==> src/design/clbs_pkg.sv <==
// ----------------------------------------------------------------------------
// clbs_pkg: shared types and constants of the character LCD bus sequencer
// Op codes, modes, command bytes, state and result records.
// ----------------------------------------------------------------------------
`default_nettype none

package clbs_pkg;

  localparam int BUF_DEPTH = 32;
  localparam int IDX_W     = (BUF_DEPTH > 1) ? $clog2(BUF_DEPTH) : 1;
  localparam int CNT_W     = 6;

  localparam logic [7:0] INIT_WAIT_TICKS = 8'd15;
  localparam logic [7:0] WAIT_MAX        = 8'hFF;
  localparam logic [CNT_W-1:0] BUF_DEPTH_CNT = CNT_W'(BUF_DEPTH);

  localparam logic [1:0] OP_TICK = 2'd0;
  localparam logic [1:0] OP_CHAR = 2'd1;
  localparam logic [1:0] OP_CLR  = 2'd2;
  localparam logic [1:0] OP_POS  = 2'd3;

  localparam logic [1:0] MODE_IDLE  = 2'd0;
  localparam logic [1:0] MODE_WRITE = 2'd1;
  localparam logic [1:0] MODE_CLEAR = 2'd2;
  localparam logic [1:0] MODE_POS   = 2'd3;

  localparam logic [1:0] STAGE_FUNC = 2'd0;
  localparam logic [1:0] STAGE_DISP = 2'd1;
  localparam logic [1:0] STAGE_CLR  = 2'd2;

  localparam logic [7:0] CMD_FUNC_SET  = 8'h30;
  localparam logic [7:0] CMD_DISP_CTRL = 8'h08;
  localparam logic [7:0] CMD_CLEAR     = 8'h01;
  localparam logic [7:0] CMD_SET_ADDR  = 8'h80;
  localparam logic [7:0] ROW_TWO_OFS   = 8'h40;

  localparam logic [2:0] CFG_FONT_LARGE = 3'd0;
  localparam logic [2:0] CFG_TWO_LINES  = 3'd1;
  localparam logic [2:0] CFG_DISPLAY_ON = 3'd2;
  localparam logic [2:0] CFG_CURSOR_ON  = 3'd3;
  localparam logic [2:0] CFG_BLINK_ON   = 3'd4;

  typedef struct packed {
    logic font_large;
    logic two_lines;
    logic display_on;
    logic cursor_on;
    logic blink_on;
  } cfg_t;

  typedef struct packed {
    logic             init_done;
    logic [1:0]       init_stage;
    logic [7:0]       wait_count;
    logic [1:0]       active_mode;
    logic             enable_level;
    logic             select_level;
    logic [7:0]       data_level;
    logic [CNT_W-1:0] fill_count;
    logic [CNT_W-1:0] send_index;
    logic [CNT_W-1:0] message_length;
    logic [5:0]       cursor_column;
    logic             cursor_row;
  } state_t;

  typedef struct packed {
    logic       accepted;
    logic       reg_select;
    logic [7:0] data_pins;
    logic       enable_pin;
    logic       write_done;
    logic       busy_res;
  } result_t;

  typedef struct packed {
    logic             we;
    logic [IDX_W-1:0] addr;
    logic [7:0]       data;
  } buf_wr_t;

endpackage

`default_nettype wire

==> src/design/char_lcd_bus_sequencer.sv <==
// ----------------------------------------------------------------------------
// char_lcd_bus_sequencer: 8-bit parallel bus driver for a character LCD
// Each request either advances the bus by one tick or posts a request
// (message character, clear, cursor position); one result per request.
//
// Usage:
//   in_*  : request channel, valid/ready. op 0 is a bus tick, op 1 appends a
//           message character (last_char starts the write), op 2 clears, op 3
//           sets the cursor. Ops 1-3 are accepted only when idle after init.
//   out_* : one result per request: accepted flag, RS/RW/D0-D7/EN levels after
//           the request, a write_done pulse and the busy flag.
//   cfg_* : register writes (font, lines, display, cursor, blink), always ready.
// The result of a request is registered and valid the cycle after it is taken.
// One request per cycle barring a stall; the whole update is one pass of
// next-state logic plus one registered read of the 32-entry character buffer.
// Reset clears the control state and the result valid flag; the buffer holds
// garbage until written. When the receiver stalls, the held result blocks a
// new request only while out_ready is low.
// ----------------------------------------------------------------------------
`default_nettype none

module char_lcd_bus_sequencer (
  input  wire logic       clk,
  input  wire logic       rst_n,
  input  wire logic       in_valid,
  output logic            in_ready,
  input  wire logic [1:0] in_op,
  input  wire logic [7:0] in_char_value,
  input  wire logic       in_last_char,
  input  wire logic       in_row,
  input  wire logic [5:0] in_column,
  output logic            out_valid,
  input  wire logic       out_ready,
  output logic            out_accepted,
  output logic            out_reg_select,
  output logic            out_read_write,
  output logic [7:0]      out_data_pins,
  output logic            out_enable_pin,
  output logic            out_write_done,
  output logic            out_busy_res,
  input  wire logic       cfg_valid,
  output logic            cfg_ready,
  input  wire logic [2:0] cfg_index,
  input  wire logic       cfg_data
);
  import clbs_pkg::*;

  state_t           state_r;
  state_t           state_nxt;
  cfg_t             cfg_r;
  result_t          res_nxt;
  result_t          res_r;
  buf_wr_t          buf_wr;
  logic             out_valid_r;
  logic             in_fire;
  logic [IDX_W-1:0] buf_rd_addr;
  logic [7:0]       buf_rd_r;
  logic [7:0]       buf_mem_r [BUF_DEPTH];

  assign in_ready  = !out_valid_r || out_ready;
  assign in_fire   = in_valid && in_ready;
  assign cfg_ready = 1'b1;

  assign buf_rd_addr = state_nxt.send_index[IDX_W-1:0];

  clbs_step u_step (
    .cur         (state_r),
    .cfg         (cfg_r),
    .op          (in_op),
    .char_value  (in_char_value),
    .last_char   (in_last_char),
    .row         (in_row),
    .column      (in_column),
    .buf_rd_data (buf_rd_r),
    .nxt         (state_nxt),
    .res         (res_nxt),
    .buf_wr      (buf_wr)
  );

  always_ff @(posedge clk) begin
    if (!rst_n) begin
      state_r <= '0;
    end else if (in_fire) begin
      state_r <= state_nxt;
    end
  end

  always_ff @(posedge clk) begin
    if (in_fire && buf_wr.we) begin
      buf_mem_r[buf_wr.addr] <= buf_wr.data;
    end
    if (in_fire) begin
      if (buf_wr.we && (buf_wr.addr == buf_rd_addr)) begin
        buf_rd_r <= buf_wr.data;
      end else begin
        buf_rd_r <= buf_mem_r[buf_rd_addr];
      end
    end
  end

  always_ff @(posedge clk) begin
    if (!rst_n) begin
      cfg_r.font_large <= 1'b0;
      cfg_r.two_lines  <= 1'b1;
      cfg_r.display_on <= 1'b1;
      cfg_r.cursor_on  <= 1'b0;
      cfg_r.blink_on   <= 1'b0;
    end else if (cfg_valid) begin
      case (cfg_index)
        CFG_FONT_LARGE: cfg_r.font_large <= cfg_data;
        CFG_TWO_LINES:  cfg_r.two_lines  <= cfg_data;
        CFG_DISPLAY_ON: cfg_r.display_on <= cfg_data;
        CFG_CURSOR_ON:  cfg_r.cursor_on  <= cfg_data;
        CFG_BLINK_ON:   cfg_r.blink_on   <= cfg_data;
        default: begin
        end
      endcase
    end
  end

  always_ff @(posedge clk) begin
    if (!rst_n) begin
      out_valid_r <= 1'b0;
    end else if (in_ready) begin
      out_valid_r <= in_valid;
    end
  end

  always_ff @(posedge clk) begin
    if (in_fire) begin
      res_r <= res_nxt;
    end
  end

  assign out_valid      = out_valid_r;
  assign out_accepted   = res_r.accepted;
  assign out_reg_select = res_r.reg_select;
  assign out_read_write = 1'b0;
  assign out_data_pins  = res_r.data_pins;
  assign out_enable_pin = res_r.enable_pin;
  assign out_write_done = res_r.write_done;
  assign out_busy_res   = res_r.busy_res;

`ifndef NO_ASSERTIONS
  a_done_en_low: assert property (@(posedge clk) disable iff (!rst_n)
    (out_valid_r && res_r.write_done) |-> !res_r.enable_pin)
    else $error("write_done with EN high");

  a_idle_en_low: assert property (@(posedge clk) disable iff (!rst_n)
    (out_valid_r && !res_r.busy_res) |-> !res_r.enable_pin)
    else $error("EN high while idle");

  a_init_idle: assert property (@(posedge clk) disable iff (!rst_n)
    !state_r.init_done |-> (state_r.active_mode == MODE_IDLE))
    else $error("request active before init");

  a_len_bound: assert property (@(posedge clk) disable iff (!rst_n)
    (state_r.message_length <= BUF_DEPTH_CNT) && (state_r.fill_count <= BUF_DEPTH_CNT))
    else $error("buffer count beyond depth");
`endif

endmodule

`default_nettype wire

==> src/design/clbs_step.sv <==
// ----------------------------------------------------------------------------
// clbs_step: next-state logic of the character LCD bus sequencer
// Applies one request to the current state and forms its result.
// ----------------------------------------------------------------------------
`default_nettype none

module clbs_step (
  input  wire clbs_pkg::state_t  cur,
  input  wire clbs_pkg::cfg_t    cfg,
  input  wire logic [1:0]        op,
  input  wire logic [7:0]        char_value,
  input  wire logic              last_char,
  input  wire logic              row,
  input  wire logic [5:0]        column,
  input  wire logic [7:0]        buf_rd_data,
  output clbs_pkg::state_t       nxt,
  output clbs_pkg::result_t      res,
  output clbs_pkg::buf_wr_t      buf_wr
);
  import clbs_pkg::*;

  logic             idle_ready;
  logic [7:0]       wait_inc;
  logic [7:0]       init_cmd;
  logic [7:0]       pos_cmd;
  logic [7:0]       send_byte;
  logic [CNT_W-1:0] fill_inc;
  logic             acc;
  logic             done;

  always_comb begin
    case (cur.init_stage)
      STAGE_FUNC: init_cmd = CMD_FUNC_SET | {4'b0, cfg.two_lines, cfg.font_large, 2'b0};
      STAGE_DISP: init_cmd = CMD_DISP_CTRL
                             | {5'b0, cfg.display_on, cfg.cursor_on, cfg.blink_on};
      default:    init_cmd = CMD_CLEAR;
    endcase
  end

  assign pos_cmd    = CMD_SET_ADDR + {2'b0, cur.cursor_column}
                      + (cur.cursor_row ? ROW_TWO_OFS : 8'h00);
  assign send_byte  = (cur.send_index < BUF_DEPTH_CNT) ? buf_rd_data : 8'h00;
  assign idle_ready = cur.init_done && (cur.active_mode == MODE_IDLE);
  assign wait_inc   = (cur.wait_count != WAIT_MAX) ? cur.wait_count + 8'd1 : cur.wait_count;
  assign fill_inc   = cur.fill_count + CNT_W'(1);

  always_comb begin
    nxt         = cur;
    acc         = 1'b0;
    done        = 1'b0;
    buf_wr.we   = 1'b0;
    buf_wr.addr = cur.fill_count[IDX_W-1:0];
    buf_wr.data = char_value;
    case (op)
      OP_TICK: begin
        acc = 1'b1;
        if (!cur.init_done) begin
          nxt.wait_count = wait_inc;
          if (wait_inc >= INIT_WAIT_TICKS) begin
            if (cur.enable_level) begin
              nxt.enable_level = 1'b0;
              if (cur.init_stage >= STAGE_CLR) begin
                nxt.init_done = 1'b1;
              end else begin
                nxt.init_stage = cur.init_stage + 2'd1;
              end
            end else begin
              nxt.select_level = 1'b0;
              nxt.data_level   = init_cmd;
              nxt.enable_level = 1'b1;
            end
          end
        end else begin
          case (cur.active_mode)
            MODE_WRITE: begin
              if (cur.enable_level) begin
                nxt.enable_level = 1'b0;
              end else if (cur.send_index >= cur.message_length) begin
                nxt.active_mode = MODE_IDLE;
                nxt.send_index  = '0;
                done            = 1'b1;
              end else begin
                nxt.select_level = 1'b1;
                nxt.data_level   = send_byte;
                nxt.enable_level = 1'b1;
                nxt.send_index   = cur.send_index + CNT_W'(1);
              end
            end
            MODE_CLEAR, MODE_POS: begin
              if (cur.enable_level) begin
                nxt.enable_level = 1'b0;
                nxt.active_mode  = MODE_IDLE;
              end else begin
                nxt.select_level = 1'b0;
                nxt.data_level   = (cur.active_mode == MODE_CLEAR) ? CMD_CLEAR : pos_cmd;
                nxt.enable_level = 1'b1;
              end
            end
            default: begin
            end
          endcase
        end
      end
      OP_CHAR: begin
        if (idle_ready) begin
          if (cur.fill_count < BUF_DEPTH_CNT) begin
            buf_wr.we      = 1'b1;
            nxt.fill_count = fill_inc;
            acc            = 1'b1;
          end
          if (last_char) begin
            nxt.message_length = nxt.fill_count;
            nxt.fill_count     = '0;
            nxt.send_index     = '0;
            nxt.active_mode    = MODE_WRITE;
            acc                = 1'b1;
          end
        end
      end
      OP_CLR: begin
        if (idle_ready) begin
          nxt.active_mode = MODE_CLEAR;
          acc             = 1'b1;
        end
      end
      OP_POS: begin
        if (idle_ready) begin
          nxt.cursor_row    = row;
          nxt.cursor_column = column;
          nxt.active_mode   = MODE_POS;
          acc               = 1'b1;
        end
      end
      default: begin
      end
    endcase
  end

  assign res.accepted   = acc;
  assign res.reg_select = nxt.select_level;
  assign res.data_pins  = nxt.data_level;
  assign res.enable_pin = nxt.enable_level;
  assign res.write_done = done;
  assign res.busy_res   = !nxt.init_done || (nxt.active_mode != MODE_IDLE);

endmodule

`default_nettype wire
==> config.mk <==
export PLATFORM = sky130hd
export DESIGN_NAME = char_lcd_bus_sequencer
export DESIGN_NICKNAME = d
export VERILOG_FILES = /design/src/design/clbs_pkg.sv /design/src/design/char_lcd_bus_sequencer.sv /design/src/design/clbs_step.sv
export SDC_FILE = /design/constraint.sdc
export NUM_CORES = 1
export LEC_CHECK = 0
export ABC_AREA = 0
export BUFFER_PORTS_ARGS = -buffer_cell sky130_fd_sc_hd__buf_2
export CELL_PAD_IN_SITES_DETAIL_PLACEMENT = 1
export CELL_PAD_IN_SITES_GLOBAL_PLACEMENT = 1
export CORE_MARGIN = 2
export CORE_UTILIZATION = 31
export DETAILED_ROUTE_END_ITERATION = 10
export GPL_ROUTABILITY_DRIVEN = 0
export GPL_TIMING_DRIVEN = 0
export PLACE_DENSITY_LB_ADDON = 0.1
export SYNTH_ARGS = -nofsm -noshare
export SYNTH_HDL_FRONTEND = slang
export SYNTH_SLANG_ARGS = --single-unit
==> constraint.sdc <==
create_clock -name clk -period 3.3 [get_ports clk]
set_input_delay 0.33 -clock clk [delete_from_list [all_inputs] [get_ports clk]]
set_output_delay 0.33 -clock clk [all_outputs]
set_load 0.05 [all_outputs]
=== Word-level counts from Yosys, hierarchy flattened ===
Memory sizes are Yosys's and may differ from the RTL's. A register that Yosys moved wholly into a read port is not among the register bits.
Cells that the tools add are included.

* Bits in registers: 67
* Memory bits (writable): 256
* Input bits: 27
* Output and inout port bits: 17
* Word-level logic and storage cells: 133
* Memories: 1

{| class="wikitable"
|+ Memory list
! memory !! depth !! bits a word !! read ports !! clocked after Yosys merged registers in !! wr ports !! RTL line !! source
|-
| buf_mem_r || 32 || 8 || 1 || 1 || 1 || char_lcd_bus_sequencer.sv:58 || <nowiki>logic [7:0] buf_mem_r [BUF_DEPTH];</nowiki>
|}

* Add/subtract/negate cells: 6
* Magnitude comparators: 5
* Eq/ne operators: 17
* Multiplexer cells: 48
* Bitwise operators: 4
* Reductions and logical operators: 27

{| class="wikitable"
|+ Operators by type and width
! kind !! count
|-
| $mux 10 || 4
|-
| $mux 6 || 5
|-
| $mux 9 || 3
|-
| $mux 8 || 3
|-
| $pmux 12 s2 || 1
|-
| $pmux 6 s2 || 2
|-
| $mux 11 || 2
|-
| $mux 18 || 1
|-
| $mux 2 || 9
|-
| $add 6x1->6 const B || 2
|-
| $lt 6x6->1 const B || 2
|-
| $mux 1 || 12
|-
| $mux 12 || 1
|-
| $reduce_and 2->1 || 5
|-
| $reduce_and 3->1 || 3
|-
| $add 8x1->8 const B || 1
|-
| $add 8x6->8 const A || 1
|-
| $add 8x8->8 || 1
|-
| $eq 2x2->1 const B || 4
|-
| $ge 8x4->1 const B || 1
|-
| $ne 2x2->1 const B || 4
|-
| $ne 8x8->1 const B || 1
|-
| $pmux 2 s4 || 1
|-
| $mux 7 || 1
|-
| 22 further kinds || 37
|}

=== Logic depth before layout (Yosys ltp) ===
Gate-level depths: netlist of run 1.

* Depth in word-level cells: 9
* Gate-level depth with buffers: 15
* Gate-level depth less buffers: 11

=== By module ===
Synthesis of run 1 repeated with hierarchy kept, for this count alone.

* Cells, all modules: 1130
* Area, all modules: 15194.6 µm²

{| class="wikitable"
|+ By module, submodules not included
! module !! instances !! cells each !! area each (µm²) !! sequential area each (µm²)
|-
| char_lcd_bus_sequencer || 1 || 792 || 13030.0 || 9399.0
|-
| clbs_step || 1 || 338 || 2164.6 || 0.0
|}

=== Worst setup path before layout of run 1 ===
No wires, ideal clock.

* Path kind: register -> register
* Start: register state_r[13] (netlist name)
* End: register buf_rd_r[6] (read register of buf_mem_r) (data pin)
* Library setup time: 0.258 ns
* Arrival: 2.698 ns
* Data required time: 3.042 ns
* Slack: 0.344 ns
* Cell stages (with the launch flop): 14
* Buffers on the path: 2
* Clock period less this slack: 2.956 ns
* Cells stage by stage: dfxtp_1 > inv_1 > ha_1 > nand2b_1 > a21o_1 > a211o_1 > and2_1 > buf_2 > buf_2 > a21oi_1 > nand2_1 > and3_1 > or4_1 > o221a_2

* Cells in the longest elaborated chain, start to end: 6
* Elaborated cells on any way between the ends: 9
* Classes of those cells: 1 x add/sub; 1 x order compare; 7 x mux

{| class="wikitable"
|+ Ends and longest elaborated chain
! what !! RTL line !! source
|-
| start, declared || char_lcd_bus_sequencer.sv:48 || <nowiki>state_t state_r;</nowiki>
|-
| start signal, assigned || char_lcd_bus_sequencer.sv:84 || <nowiki>state_r <= state_nxt;</nowiki>
|-
| $add 6x1->6 / $ge 6x6->1 (equally long branches) || clbs_step.sv:86, clbs_step.sv:78 ||
|-
| $mux 6 || clbs_step.sv:78 || <nowiki>end else if (cur.send_index >= cur.message_length) begin</nowiki>
|-
| $mux 6 || clbs_step.sv:76 || <nowiki>if (cur.enable_level) begin</nowiki>
|-
| $mux 6 || clbs_step.sv:74 || <nowiki>case (cur.active_mode)</nowiki>
|-
| $mux 6 || clbs_step.sv:57 || <nowiki>if (!cur.init_done) begin</nowiki>
|-
| $pmux 6 s2 * || clbs_step.sv:54 || <nowiki>case (op)</nowiki>
|-
| end, declared || char_lcd_bus_sequencer.sv:57 || <nowiki>logic [7:0] buf_rd_r;</nowiki>
|}

Every way passes the cells marked *; elsewhere a longest branch is shown, timed or not. The select of a mux whose other input is x is not followed.
A chain may end at the register's enable or synchronous reset.

=== Worst setup path in the final report of run 1 ===
* Start: register state_r[18] (netlist name)
* End: register buf_rd_r[5] (read register of buf_mem_r) (data pin)

* Cells in the longest elaborated chain, start to end: 6

{| class="wikitable"
|+ Ends and longest elaborated chain
! what !! RTL line
|-
| $ge 6x6->1 || clbs_step.sv:78
|-
| $mux 6 || clbs_step.sv:78
|-
| $mux 6 || clbs_step.sv:76
|-
| $mux 6 || clbs_step.sv:74
|-
| $mux 6 || clbs_step.sv:57
|-
| $pmux 6 s2 || clbs_step.sv:54
|}

Every way passes these cells. The select of a mux whose other input is x is not followed.

==> impl_results.md, run 1 <==
- First drt pass iteration count: 8
- Req. time, crit path: around 3.7 ns
- Combinational fraction of design power: 0.086
- Failing checks: DRC
- Syn avg cell area: approximately 12 um2
- Sw Ratio: 0.2385
- Syn. warnings: 0
- Cell with the most instances after synthesis: edfxtp_1
- Sw Pwr: around 0.0023 W
- Worst path most repeated cell: a22oi_1
- TritonCTS Buffers: 39
- Hold WS: between 0.03 and 0.04 ns
- Number of global-route vias before repair: 10790
- WP data arrival: ~3.6 ns
- Top-area cell type share of the netlist area: 0.5667
- CTS tree: yes
- Maximum fanout along the worst path: 10
- Yosys top cell by area: edfxtp_1
- Share of cells above drive strength 1: 0.1810
- Die width: 221.6 um
- Cells after synthesis: ~1300
- Root Driver: clkbuf_16
- Die area: about 49000 um2
- First-pass GRT wire length: between 70000 and 80000 um
- Fin nets: approximately 1400
- Reg clk slew, reported paths: 0.05 ns
- Crit. End Element: flop
- Clock share of power: 0.440
- Crit path max-delay family: compound AO/OA/AOI/OAI gates
- Final setup violation count: 0
- Port Buffers: 38
- Io pins: 44
- Starting DRT DRC Count: ~620
- Post-synth EDFFs: 277
- Routed Antenna Nets: 0
- N_diodes: 0
- P&R area growth vs syn: 19.56%
- Worst slew pin tran: between 0.9 and 1 ns
- VDD IR max: around 0.00038 V
- Fin Clk Skew: around 0.019 ns
- Fin crit share: 0.9762
- Main area contributors after synthesis: edfxtp_1, dfxtp_1, nand2_1
- GRT Total Usage: 0.1921
- Total negative slack: 0 ns
- Syn_nets: about 1300
- Worst path max stage delay: between 0.3 and 0.4 ns
- Tmin final: 3.221 ns
- Flop pwr share: 0.475
- Hold-fix buffers, CTS: 0
- Initial Utilization: 0.3146
- DP HPWL: 32220 um
- Clock Tree Buf Depth: 3
- Remaining DRCs: 8
- Routed len/inst: 23.37 um
- Post-synth top cells: edfxtp_1, nand2_1, a21oi_1, nor2_1, nand3_1
- Die H: around 220 um
- Worst slew margin: 0.3426
- CP startpoint kind: flop
- Worst-Skew Late Latency: 0.56 ns
- Gr ovfl total: 0
- Main synth FF type: edfxtp_1
- Final WL: around 47000 um
- Via count: 10360
- MaxCap Viol Count: 0
- Sequential area share after synthesis: 0.6404
- Row count: about 80
- Cell internal pwr: 0.007328 W
- Largest net degree at the start of global routing: 34
- Unique cell type count in the Yosys netlist: 77
- Critical path cell sequence: ha_1 > nand2_1 > nor2_4 > a211oi_4 > a22oi_2 > buf_6 > clkbuf_4 > a21oi_1 > a22oi_1 > a22oi_1 > and3_1 > nor3_2
- Initial antenna violation count: 0
- Leakage: slightly above 6 nW
- Max Freq: 310.4 MHz
- Hold Crit Class: primary input to flop
- Worst path slowest cell: dfxtp_2
- H-tree levels: 2
- Clk sinks: 331
- Post-synthesis async set-or-reset flop share: 0
- Post-layout util: 0.3761
- Final Hold Vio Count: 0
- Syn Std Cell Area: 14680 um2
- Flops & latches, synth: 331
- Max-slew violation count: 0
- Vias/cell: ~5.2
- Buf/Inv on CP: 2
- Crit Path Category: flop to flop
- Outcome: finished with violations
- Total Power: 0.009624 W
- Power Dens Cells: roughly 550 nW/um2
- CORE AREA: between 40000 and 50000 um2
[per-layer routing]
layer | up-vias | wire length (um) | track usage
li1 | 4880 | - | -
met1 | 5244 | 20430 | 0.2398
met2 | 172 | 23560 | 0.3405
met3 | 59 | 1607 | 0.02915
met4 | 0 | 1259 | 0.06146
met5 | - | 0 | 0
[stage by stage]
step                instance area (um2)  instances  setup WS [ns]
global placement                  15630       1918        -0.8844
detailed placement                15630       1918        -0.8984
floorplan                         14680       1273         0.3444
global route                      17550       2005      -0.007767
finish                            17550       2005        0.07860
CTS                               17290       1993       0.001567
[cell type report]
cell class	instances	area, um2
multi-input combinational	843	5236
sequential	331	9407
timing repair buffer	57	345.3
buffer	73	481.7
inverter	25	93.84
clock inverter	18	203.9
clock buffer	51	1021
tap	607	759.5
fill	5033	29110
[cells in the final DEF, fill, tap and decap left out, types with 6 or more instances in the layout]
cell,Yosys,layout
edfxtp_1,277,277
nand2_1,240,238
a21oi_1,94,90
nand3_1,73,73
nor2_1,76,60
dfxtp_1,54,50
buf_2,33,46
buf_4,5,39
clkbuf_16,0,39
mux2i_1,39,37
clkbuf_1,30,32
a22oi_1,46,32
o21ai_0,31,30
and3_1,27,27
inv_1,24,24
nor2b_1,24,23
a22oi_2,2,16
ha_1,15,15
a21boi_0,14,14
nor2_2,0,12
o211a_1,10,10
clkinv_1,1,8
xnor2_1,9,8
or3_1,7,7
and2_1,8,7
buf_6,1,7
clkbuf_4,0,7
nor3_1,14,7
clkbuf_2,0,6
a31oi_1,6,6
a32o_2,0,6
nor4_4,0,6
[sequential cells by signal, indices dropped and copies added (netlist names)]
signal	flops
buf_rd_r	8
out_valid	1
state_r	48
out_reg_select	1
out_write_done	1
out_accepted	1
buf_mem_r	256
out_data_pins	8
cfg_r	5
out_busy_res	1
out_enable_pin	1
[cell families after synthesis]
logic type               after synthesis  share of synthesized area
adder cells (fa/ha/maj)               15                    0.01279
buffers and inverters                 99                    0.02992
AND/OR/NAND/NOR                      517                     0.1649
multiplexers                          40                    0.02736
XOR/XNOR                              12                   0.007161
other                                  2                  0.0005117
flip-flops                           331                     0.6404
AO/OA/AOI/OAI                        257                     0.1170
[tightest hold or removal path: stages]
cell and delay [ns]:
buf_2 0.07, mux2i_1 0.05, nor2b_1 0.09
[path summary, 6_finish.rpt]
check                           slack [ns]    startpoint  depth (start not counted)          end
worst max-delay path                  0.08   state_r[18]                         12  buf_rd_r[5]
worst min-delay path                  0.04  in_column[0]                          3   state_r[1]
worst max register to register        0.08   state_r[18]                         12  buf_rd_r[5]
worst min register to register        0.49      cfg_r[2]                          2     cfg_r[2]
[power by group through the flow]
stage               clock network (W)  logic (W)  registers (W)
detailed placement                  0   0.000708        0.00466
CTS                           0.00434   0.000781        0.00457
floorplan                           0   0.000371        0.00468
finish                        0.00423   0.000823        0.00457
global route                  0.00450   0.000891        0.00457
global placement                    0   0.000703        0.00466
[repair_timing]
item	in CTS	in global routing
gates resized for setup	112	43
pin swaps	11	16
endpoints found under the setup margin	264	137
buffers inserted	7	12
Note: power is estimated with default switching activity, not from simulation.
==> run 2, diff against run 1 <==
--- a/config.mk
+++ b/config.mk
@@ -14,7 +14,7 @@
 export DETAILED_ROUTE_END_ITERATION = 10
 export GPL_ROUTABILITY_DRIVEN = 0
 export GPL_TIMING_DRIVEN = 0
-export PLACE_DENSITY_LB_ADDON = 0.1
+export PLACE_DENSITY_LB_ADDON = 0.05
 export SYNTH_ARGS = -nofsm -noshare
 export SYNTH_HDL_FRONTEND = slang
 export SYNTH_SLANG_ARGS = --single-unit
==> impl_results.md, run 2 (same netlist as run 1, synthesis figures left out) <==
- Hold Crit Class: primary input to flop
- Outcome: finished with violations
- Tmin final: 3.203 ns (-0.01797 ns)
- Port Buffers: 38 (unchanged)
- VDD IR max: 0.0004273 V (+13%)
- Number of global-route vias before repair: 10930 (+1.3%)
- First drt pass iteration count: 8 (unchanged)
- Crit. End Element: flop
- Die width: 221.6 um (unchanged)
- Routed Antenna Nets: 0 (unchanged)
- Hold WS: 0.02543 ns (-0.01008 ns)
- Biggest register: buf_mem_r
- Via count: 10400 (+0.39%)
- TritonCTS Buffers: 41 (+5.1%)
- Vias/cell: 5.169 (about the same)
- Max reg flops: 256 (unchanged)
- Crit Path Category: flop to flop
- Power Dens Cells: 555.0 nW/um2 (+1.2%)
- Max Freq: 312.2 MHz (+0.56%)
- Initial Utilization: 0.3146 (unchanged)
- Sw Pwr: 0.002427 W (+5.8%)
- RSZ-0062 raised after global routing: yes
- Commonest non-fill, non-tap cells in the layout: edfxtp_1, nand2_1, a21oi_1
- Fin crit share: 0.9707 (-0.005444)
- Row count: 79 (unchanged)
- Leakage: 6.234 nW (+1.2%)
- Dpl ws: -1.041 ns (-0.1424 ns)
- Fin Clk Skew: 0.02401 ns (+0.004617 ns)
- MaxCap Viol Count: 0 (unchanged)
- Top flop regs: buf_mem_r x256, state_r x48
- Worst slew margin: 0.4202 (+0.07764)
- Routed len/inst: 24.45 um (+4.6%)
- Die area: 49100 um2 (unchanged)
- DP HPWL: 33210 um (+3.1%)
- Reg clk slew, reported paths: 0.06 ns (about the same)
- Root Driver: clkbuf_16
- Io pins: 44 (unchanged)
- First-pass GRT wire length: 73020 um (+3.9%)
- Worst slew pin tran: 0.8645 ns (-0.1158 ns)
- Initial antenna violation count: 0 (unchanged)
- Clock Tree Buf Depth: 3 (unchanged)
- Remaining DRCs: 5 (-3)
- Share of cells above drive strength 1: 0.2016 (+0.02059)
- Final WL: 49180 um (+4.9%)
- P&R area growth vs syn: 21.34%
- Flop pwr share: 0.463 (-0.012)
- Final Hold Vio Count: 0 (unchanged)
- Worst-Skew Late Latency: 0.58 ns (+0.02 ns)
- Cell internal pwr: 0.007458 W (+1.8%)
- Gr ovfl total: 0 (unchanged)
- Combinational fraction of design power: 0.087 (about the same)
- CP startpoint kind: flop
- H-tree levels: 2 (unchanged)
- CTS tree: yes
- Die H: 221.6 um (unchanged)
- GRT Total Usage: 0.2008 (+0.008741)
- Commonest non-fill, non-tap cell in the layout: edfxtp_1
- Clk sinks: 331 (unchanged)
- Req. time, crit path: 3.61 ns (-0.05 ns)
- Final WS setup: 0.09657 ns (+0.01797 ns)
- Max-slew violation count: 0 (unchanged)
- Clock share of power: 0.451 (+0.011)
- Sw Ratio: 0.2455 (+0.007052)
- Total Power: 0.009885 W (+2.7%)
- Largest net degree at the start of global routing: 34 (unchanged)
- Post-layout util: 0.3818 (+0.005632)
- Fill count: 5013 (-0.40%)
- Final setup violation count: 0 (unchanged)
- Fin nets: 1418 (+0.42%)
- Maximum fanout along the worst path: 6 (-4)
- N_diodes: 0 (unchanged)
- Starting DRT DRC Count: 578 (-7.2%)
- CORE AREA: 46650 um2 (unchanged)
- WP data arrival: 3.51 ns (-0.07 ns)
- Failing checks: DRC
run 2: cell types whose count changed in the layout (fill, tap and decap cells not counted), sizes merged:
| cell | change |
|---|---|
| clkinv | +1 |
| clkinvlp | +1 |
| buf | +4 |
| inv | +1 |
| bufinv | -1 |
run 2: path summary, 6_finish.rpt:
kind	startpoint	endpoint	slack [ns]	cells after the start
max	state_r[17]	buf_rd_r[6]	0.1	13
min	in_column[3]	state_r[4]	0.03	3
max reg2reg	state_r[17]	buf_rd_r[6]	0.1	13
min reg2reg	state_r[8]	state_r[8]	0.50	1
run 2: power by group through the flow:
stage	logic, W	clock network [W]	registers (W)
floorplan	0.000371	0	0.00468
CTS	0.000810	0.00455	0.00457
global route	0.000927	0.00470	0.00457
global placement	0.000719	0	0.00466
finish	0.000857	0.00446	0.00457
detailed placement	0.000723	0	0.00466
run 2: final cells by class:
cell class / instances / area [um2] / area share
plain buffers: 73 / 508.0 / 0.02852
inverters: 25 / 93.84 / 0.005269
flip-flops and latches: 331 / 9407 / 0.5281
well taps: 607 / 759.5 / 0.04264
repair buffers: 61 / 396.6 / 0.02227
clock buffers: 51 / 1105 / 0.06203
multi-input cells: 843 / 5343 / 0.3000
clock inverters: 20 / 198.9 / 0.01117
run 2: metal layers:
metal	global-route usage	part of all wire	vias up
li1	-	-	4888
met1	0.2508	0.43	5273
met5	0	0	-
met3	0.02584	0.028	80
met4	0.06495	0.029	0
met2	0.3592	0.51	154
run 2: critical path: stages, from the launching register on:
cell      delay [ns]
dfxtp_2         0.37
ha_1            0.31
nand2_2         0.09
o21ai_4         0.30
a211oi_4        0.09
buf_6           0.14
and2_4          0.16
a22oi_2         0.29
buf_12          0.16
nor2_4          0.07
buf_4           0.15
and3_1          0.13
or4_1           0.52
o221a_2         0.16
run 2: metrics by stage:
stage / setup TNS, ns / cell area, um2 / instances
after floorplan: 0 / 14680 / 1273
after global placement: -82.14 / 15630 / 1918
after detailed placement: -84.30 / 15630 / 1918
after CTS: -0.2218 / 17450 / 1999
after global routing: -0.1002 / 17810 / 2011
final: 0 / 17810 / 2011
run 2: what timing repair did:
action | CTS | global route
pin swaps | 15 | 20
buffers inserted | 11 | 11
resized for setup | 128 | 57
hold buffers | 0 | 0
cloned | 0 | 1
setup endpoints to repair | 264 | 72
==> run 3, diff against run 2 <==
--- a/config.mk
+++ b/config.mk
@@ -5,7 +5,7 @@
 export SDC_FILE = /design/constraint.sdc
 export NUM_CORES = 1
 export LEC_CHECK = 0
-export ABC_AREA = 0
+export ABC_AREA = 1
 export BUFFER_PORTS_ARGS = -buffer_cell sky130_fd_sc_hd__buf_2
 export CELL_PAD_IN_SITES_DETAIL_PLACEMENT = 1
 export CELL_PAD_IN_SITES_GLOBAL_PLACEMENT = 1
==> impl_results.md, run 3 <==
- Final Hold Vio Count: 0 (unchanged)
- VDD IR max: 0.0004115 V (-3.7%)
- Final setup violation count: 0 (unchanged)
- Crit path max-delay family: simple AND/OR/NAND/NOR gates
- Cells after synthesis: 1657 (+30%)
- TritonCTS Buffers: 41 (unchanged)
- Worst slew pin tran: 1.011 ns (+0.1464 ns)
- Top flop regs: buf_mem_r x256, state_r x48
- GRT Total Usage: 0.2051 (+0.004328)
- Post-synth EDFFs: 277 (unchanged)
- Worst path max stage delay: 0.95 ns (+0.43 ns)
- Fill count: 5710 (+14%)
- Die H: 229.6 um (+3.6%)
- CTS tree: yes
- Worst slew margin: 0.3236 (-0.09665)
- Vias/cell: 4.896 (-5.3%)
- Fin crit share: 0.9797 (+0.008961)
- Fin Clk Skew: 0.02091 ns (-0.003104 ns)
- Reg clk slew, reported paths: 0.06 ns (about the same)
- Remaining DRCs: 0 (-5)
- Die area: 52710 um2 (+7.3%)
- Post-synthesis async set-or-reset flop share: 0 (unchanged)
- Fin nets: 1788 (+26%)
- Hold WS: 0.05517 ns (+0.02975 ns)
- Power Dens Cells: 556.3 nW/um2 (+0.24%)
- MaxCap Viol Count: 0 (unchanged)
- Final WL: 53750 um (+9.3%)
- Footprint of the multi-input gates: 5065 um2 (-5.2%)
- WP data arrival: 3.42 ns (-0.09 ns)
- Port Buffers: 39 (+2.6%)
- Post-synth top cells: nand3_1, edfxtp_1, nand2_1, inv_1, nor2_1
- Maximum fanout along the worst path: 8 (+2)
- Syn. warnings: 0 (unchanged)
- Commonest non-fill, non-tap cells in the layout: nand3_1, edfxtp_1, nand2_1
- First-pass GRT wire length: 79590 um (+9.0%)
- Main area contributors after synthesis: edfxtp_1, nand3_1, dfxtp_1
- Leakage: 7.283 nW (+17%)
- Die width: 229.6 um (+3.6%)
- Largest net degree at the start of global routing: 34 (unchanged)
- Main synth FF type: edfxtp_1
- Critical path cell sequence: nor2_2 > nand2_1 > nor2_1 > nand2_1 > nor2_1 > nand2_1 > nor2_1
- Initial antenna violation count: 0 (unchanged)
- Share of cells above drive strength 1: 0.1158 (-0.08577)
- H-tree levels: 2 (unchanged)
- Routed Antenna Nets: 0 (unchanged)
- Worst path slowest cell: nor2_1
- Root Driver: clkbuf_16
- Io pins: 44 (unchanged)
- Unique cell type count in the Yosys netlist: 40 (-48%)
- Syn_nets: 1699 (+29%)
- First drt pass iteration count: 5 (-3)
- Cell with the most instances after synthesis: nand3_1
- Starting DRT DRC Count: 646 (+12%)
- DP HPWL: 36620 um (+10%)
- Via count: 12000 (+15%)
- Post-layout util: 0.3650 (-0.01675)
- CP startpoint kind: flop
- Commonest non-fill, non-tap cell in the layout: nand3_1
- Initial Utilization: 0.3145 (about the same)
- Flops & latches, synth: 331 (unchanged)
- Register area: 9402 um2 (about the same)
- Sequential area share after synthesis: 0.5958 (-0.04459)
- Req. time, crit path: 3.49 ns (-0.12 ns)
- Crit Path Category: flop to flop
- RSZ-0062 raised after global routing: no
- Crit. End Element: flop
- Biggest register: buf_mem_r
- N_diodes: 0 (unchanged)
- Tmin final: 3.233 ns (+0.02957 ns)
- CORE AREA: 50170 um2 (+7.5%)
- Top-area cell type share of the netlist area: 0.5272 (-0.03946)
- Clock Tree Buf Depth: 3 (unchanged)
- Outcome: finished, final reports clean
- Buf/Inv on CP: 0 (-3)
- Syn avg cell area: 9.521 um2 (-17%)
- Yosys top cell by area: edfxtp_1
- Number of global-route vias before repair: 12240 (+12%)
- Gr ovfl total: 0 (unchanged)
- Max Freq: 309.3 MHz (-0.91%)
- Clk sinks: 331 (unchanged)
- Row count: 82 (+3.8%)
- Worst-Skew Late Latency: 0.58 ns (about the same)
- Syn Std Cell Area: 15780 um2 (+7.5%)
- Total Power: 0.01019 W (+3.1%)
- Max reg flops: 256 (unchanged)
- P&R area growth vs syn: 16.08%
- Max-slew violation count: 0 (unchanged)
- Routed len/inst: 21.93 um (-10%)
- Hold Crit Class: primary input to flop
-- run 3: changes by cell type in the layout (fill, tap and decap cells not counted), sizes merged, moves of 15 or more --
cell | before | now
a21boi | 15 | 0
a21oi | 95 | 56
a22oi | 48 | 0
and3 | 27 | 0
buf | 100 | 83
clkbuf | 85 | 103
inv | 25 | 245
mux2i | 39 | 0
nand2 | 241 | 276
nand3 | 73 | 349
nand3b | 4 | 82
nor2 | 76 | 96
nor2b | 24 | 0
o21ai | 33 | 63
-- run 3: kinds of logic after synthesis --
family                   after synthesis  synth area share
XOR/XNOR                               8          0.004441
buffers and inverters                334           0.08454
other                                  2         0.0004760
adder cells (fa/ha/maj)               15           0.01190
AND/OR/NAND/NOR                      821            0.2512
flip-flops                           331            0.5958
AO/OA/AOI/OAI                        146           0.05171
-- run 3: layout make-up --
cell class / count / area share
inverter: 249 / 0.05104
tap: 672 / 0.04591
buffer: 85 / 0.02501
clock inverter: 15 / 0.007926
sequential: 331 / 0.5134
clock buffer: 61 / 0.06580
multi-input combinational: 992 / 0.2766
timing repair buffer: 46 / 0.01435
-- run 3: power by group --
| part | switching, W | leakage, nW | internal, W | total [W] |
|---|---|---|---|---|
| logic | 0.000747 | 3.68 | 0.000271 | 0.00102 |
| clock network | 0.00184 | 0.663 | 0.00270 | 0.00454 |
| registers | 0.0000406 | 2.94 | 0.00459 | 0.00463 |
-- run 3: through the flow --
| stage | setup TNS (ns) | cells | area (um2) | setup slack, ns |
|---|---|---|---|---|
| finish | 0 | 2451 | 18310 | 0.06700 |
| global route | 0 | 2451 | 18310 | 0.004996 |
| CTS | 0 | 2450 | 18250 | 0.008293 |
| detailed placement | -5.370 | 2368 | 16810 | -0.2476 |
| global placement | -5.862 | 2368 | 16810 | -0.2733 |
| floorplan | 0 | 1657 | 15780 | 0.7195 |
-- run 3: path summary, 6_finish.rpt --
kind | startpoint | endpoint | slack [ns] | cells past startpoint
min | in_column[0] | state_r[1] | 0.06 | 3
min reg2reg | cfg_r[0] | cfg_r[0] | 0.45 | 2
max | state_r[36] | buf_mem_r[8][7] | 0.07 | 7
max reg2reg | state_r[36] | buf_mem_r[8][7] | 0.07 | 7
-- run 3: worst register-to-register path: cells and delay by family (launching register included) --
family | cells | cell delay, ns
and+or+nand+nor | 7 | 2.46
DFF | 1 | 0.41
-- run 3: per-layer routing --
layer  part of all wire  vias to the layer above  global-route usage
met2               0.48                      218              0.3496
met5                  0                        -                   0
met3              0.039                       72             0.02876
li1                   -                     5810                   -
met4              0.027                        0             0.06615
met1               0.45                     5899              0.2682
-- run 3: what timing repair did --
item / in CTS / in global routing
hold buffers: 6 / 0
gates cloned: 0 / 0
setup endpoints to repair: 24 / 22
resized for setup: 13 / 34
endpoints found under the hold margin: 6 / 0
buffers inserted: 0 / 1
pin swaps: 1 / 2
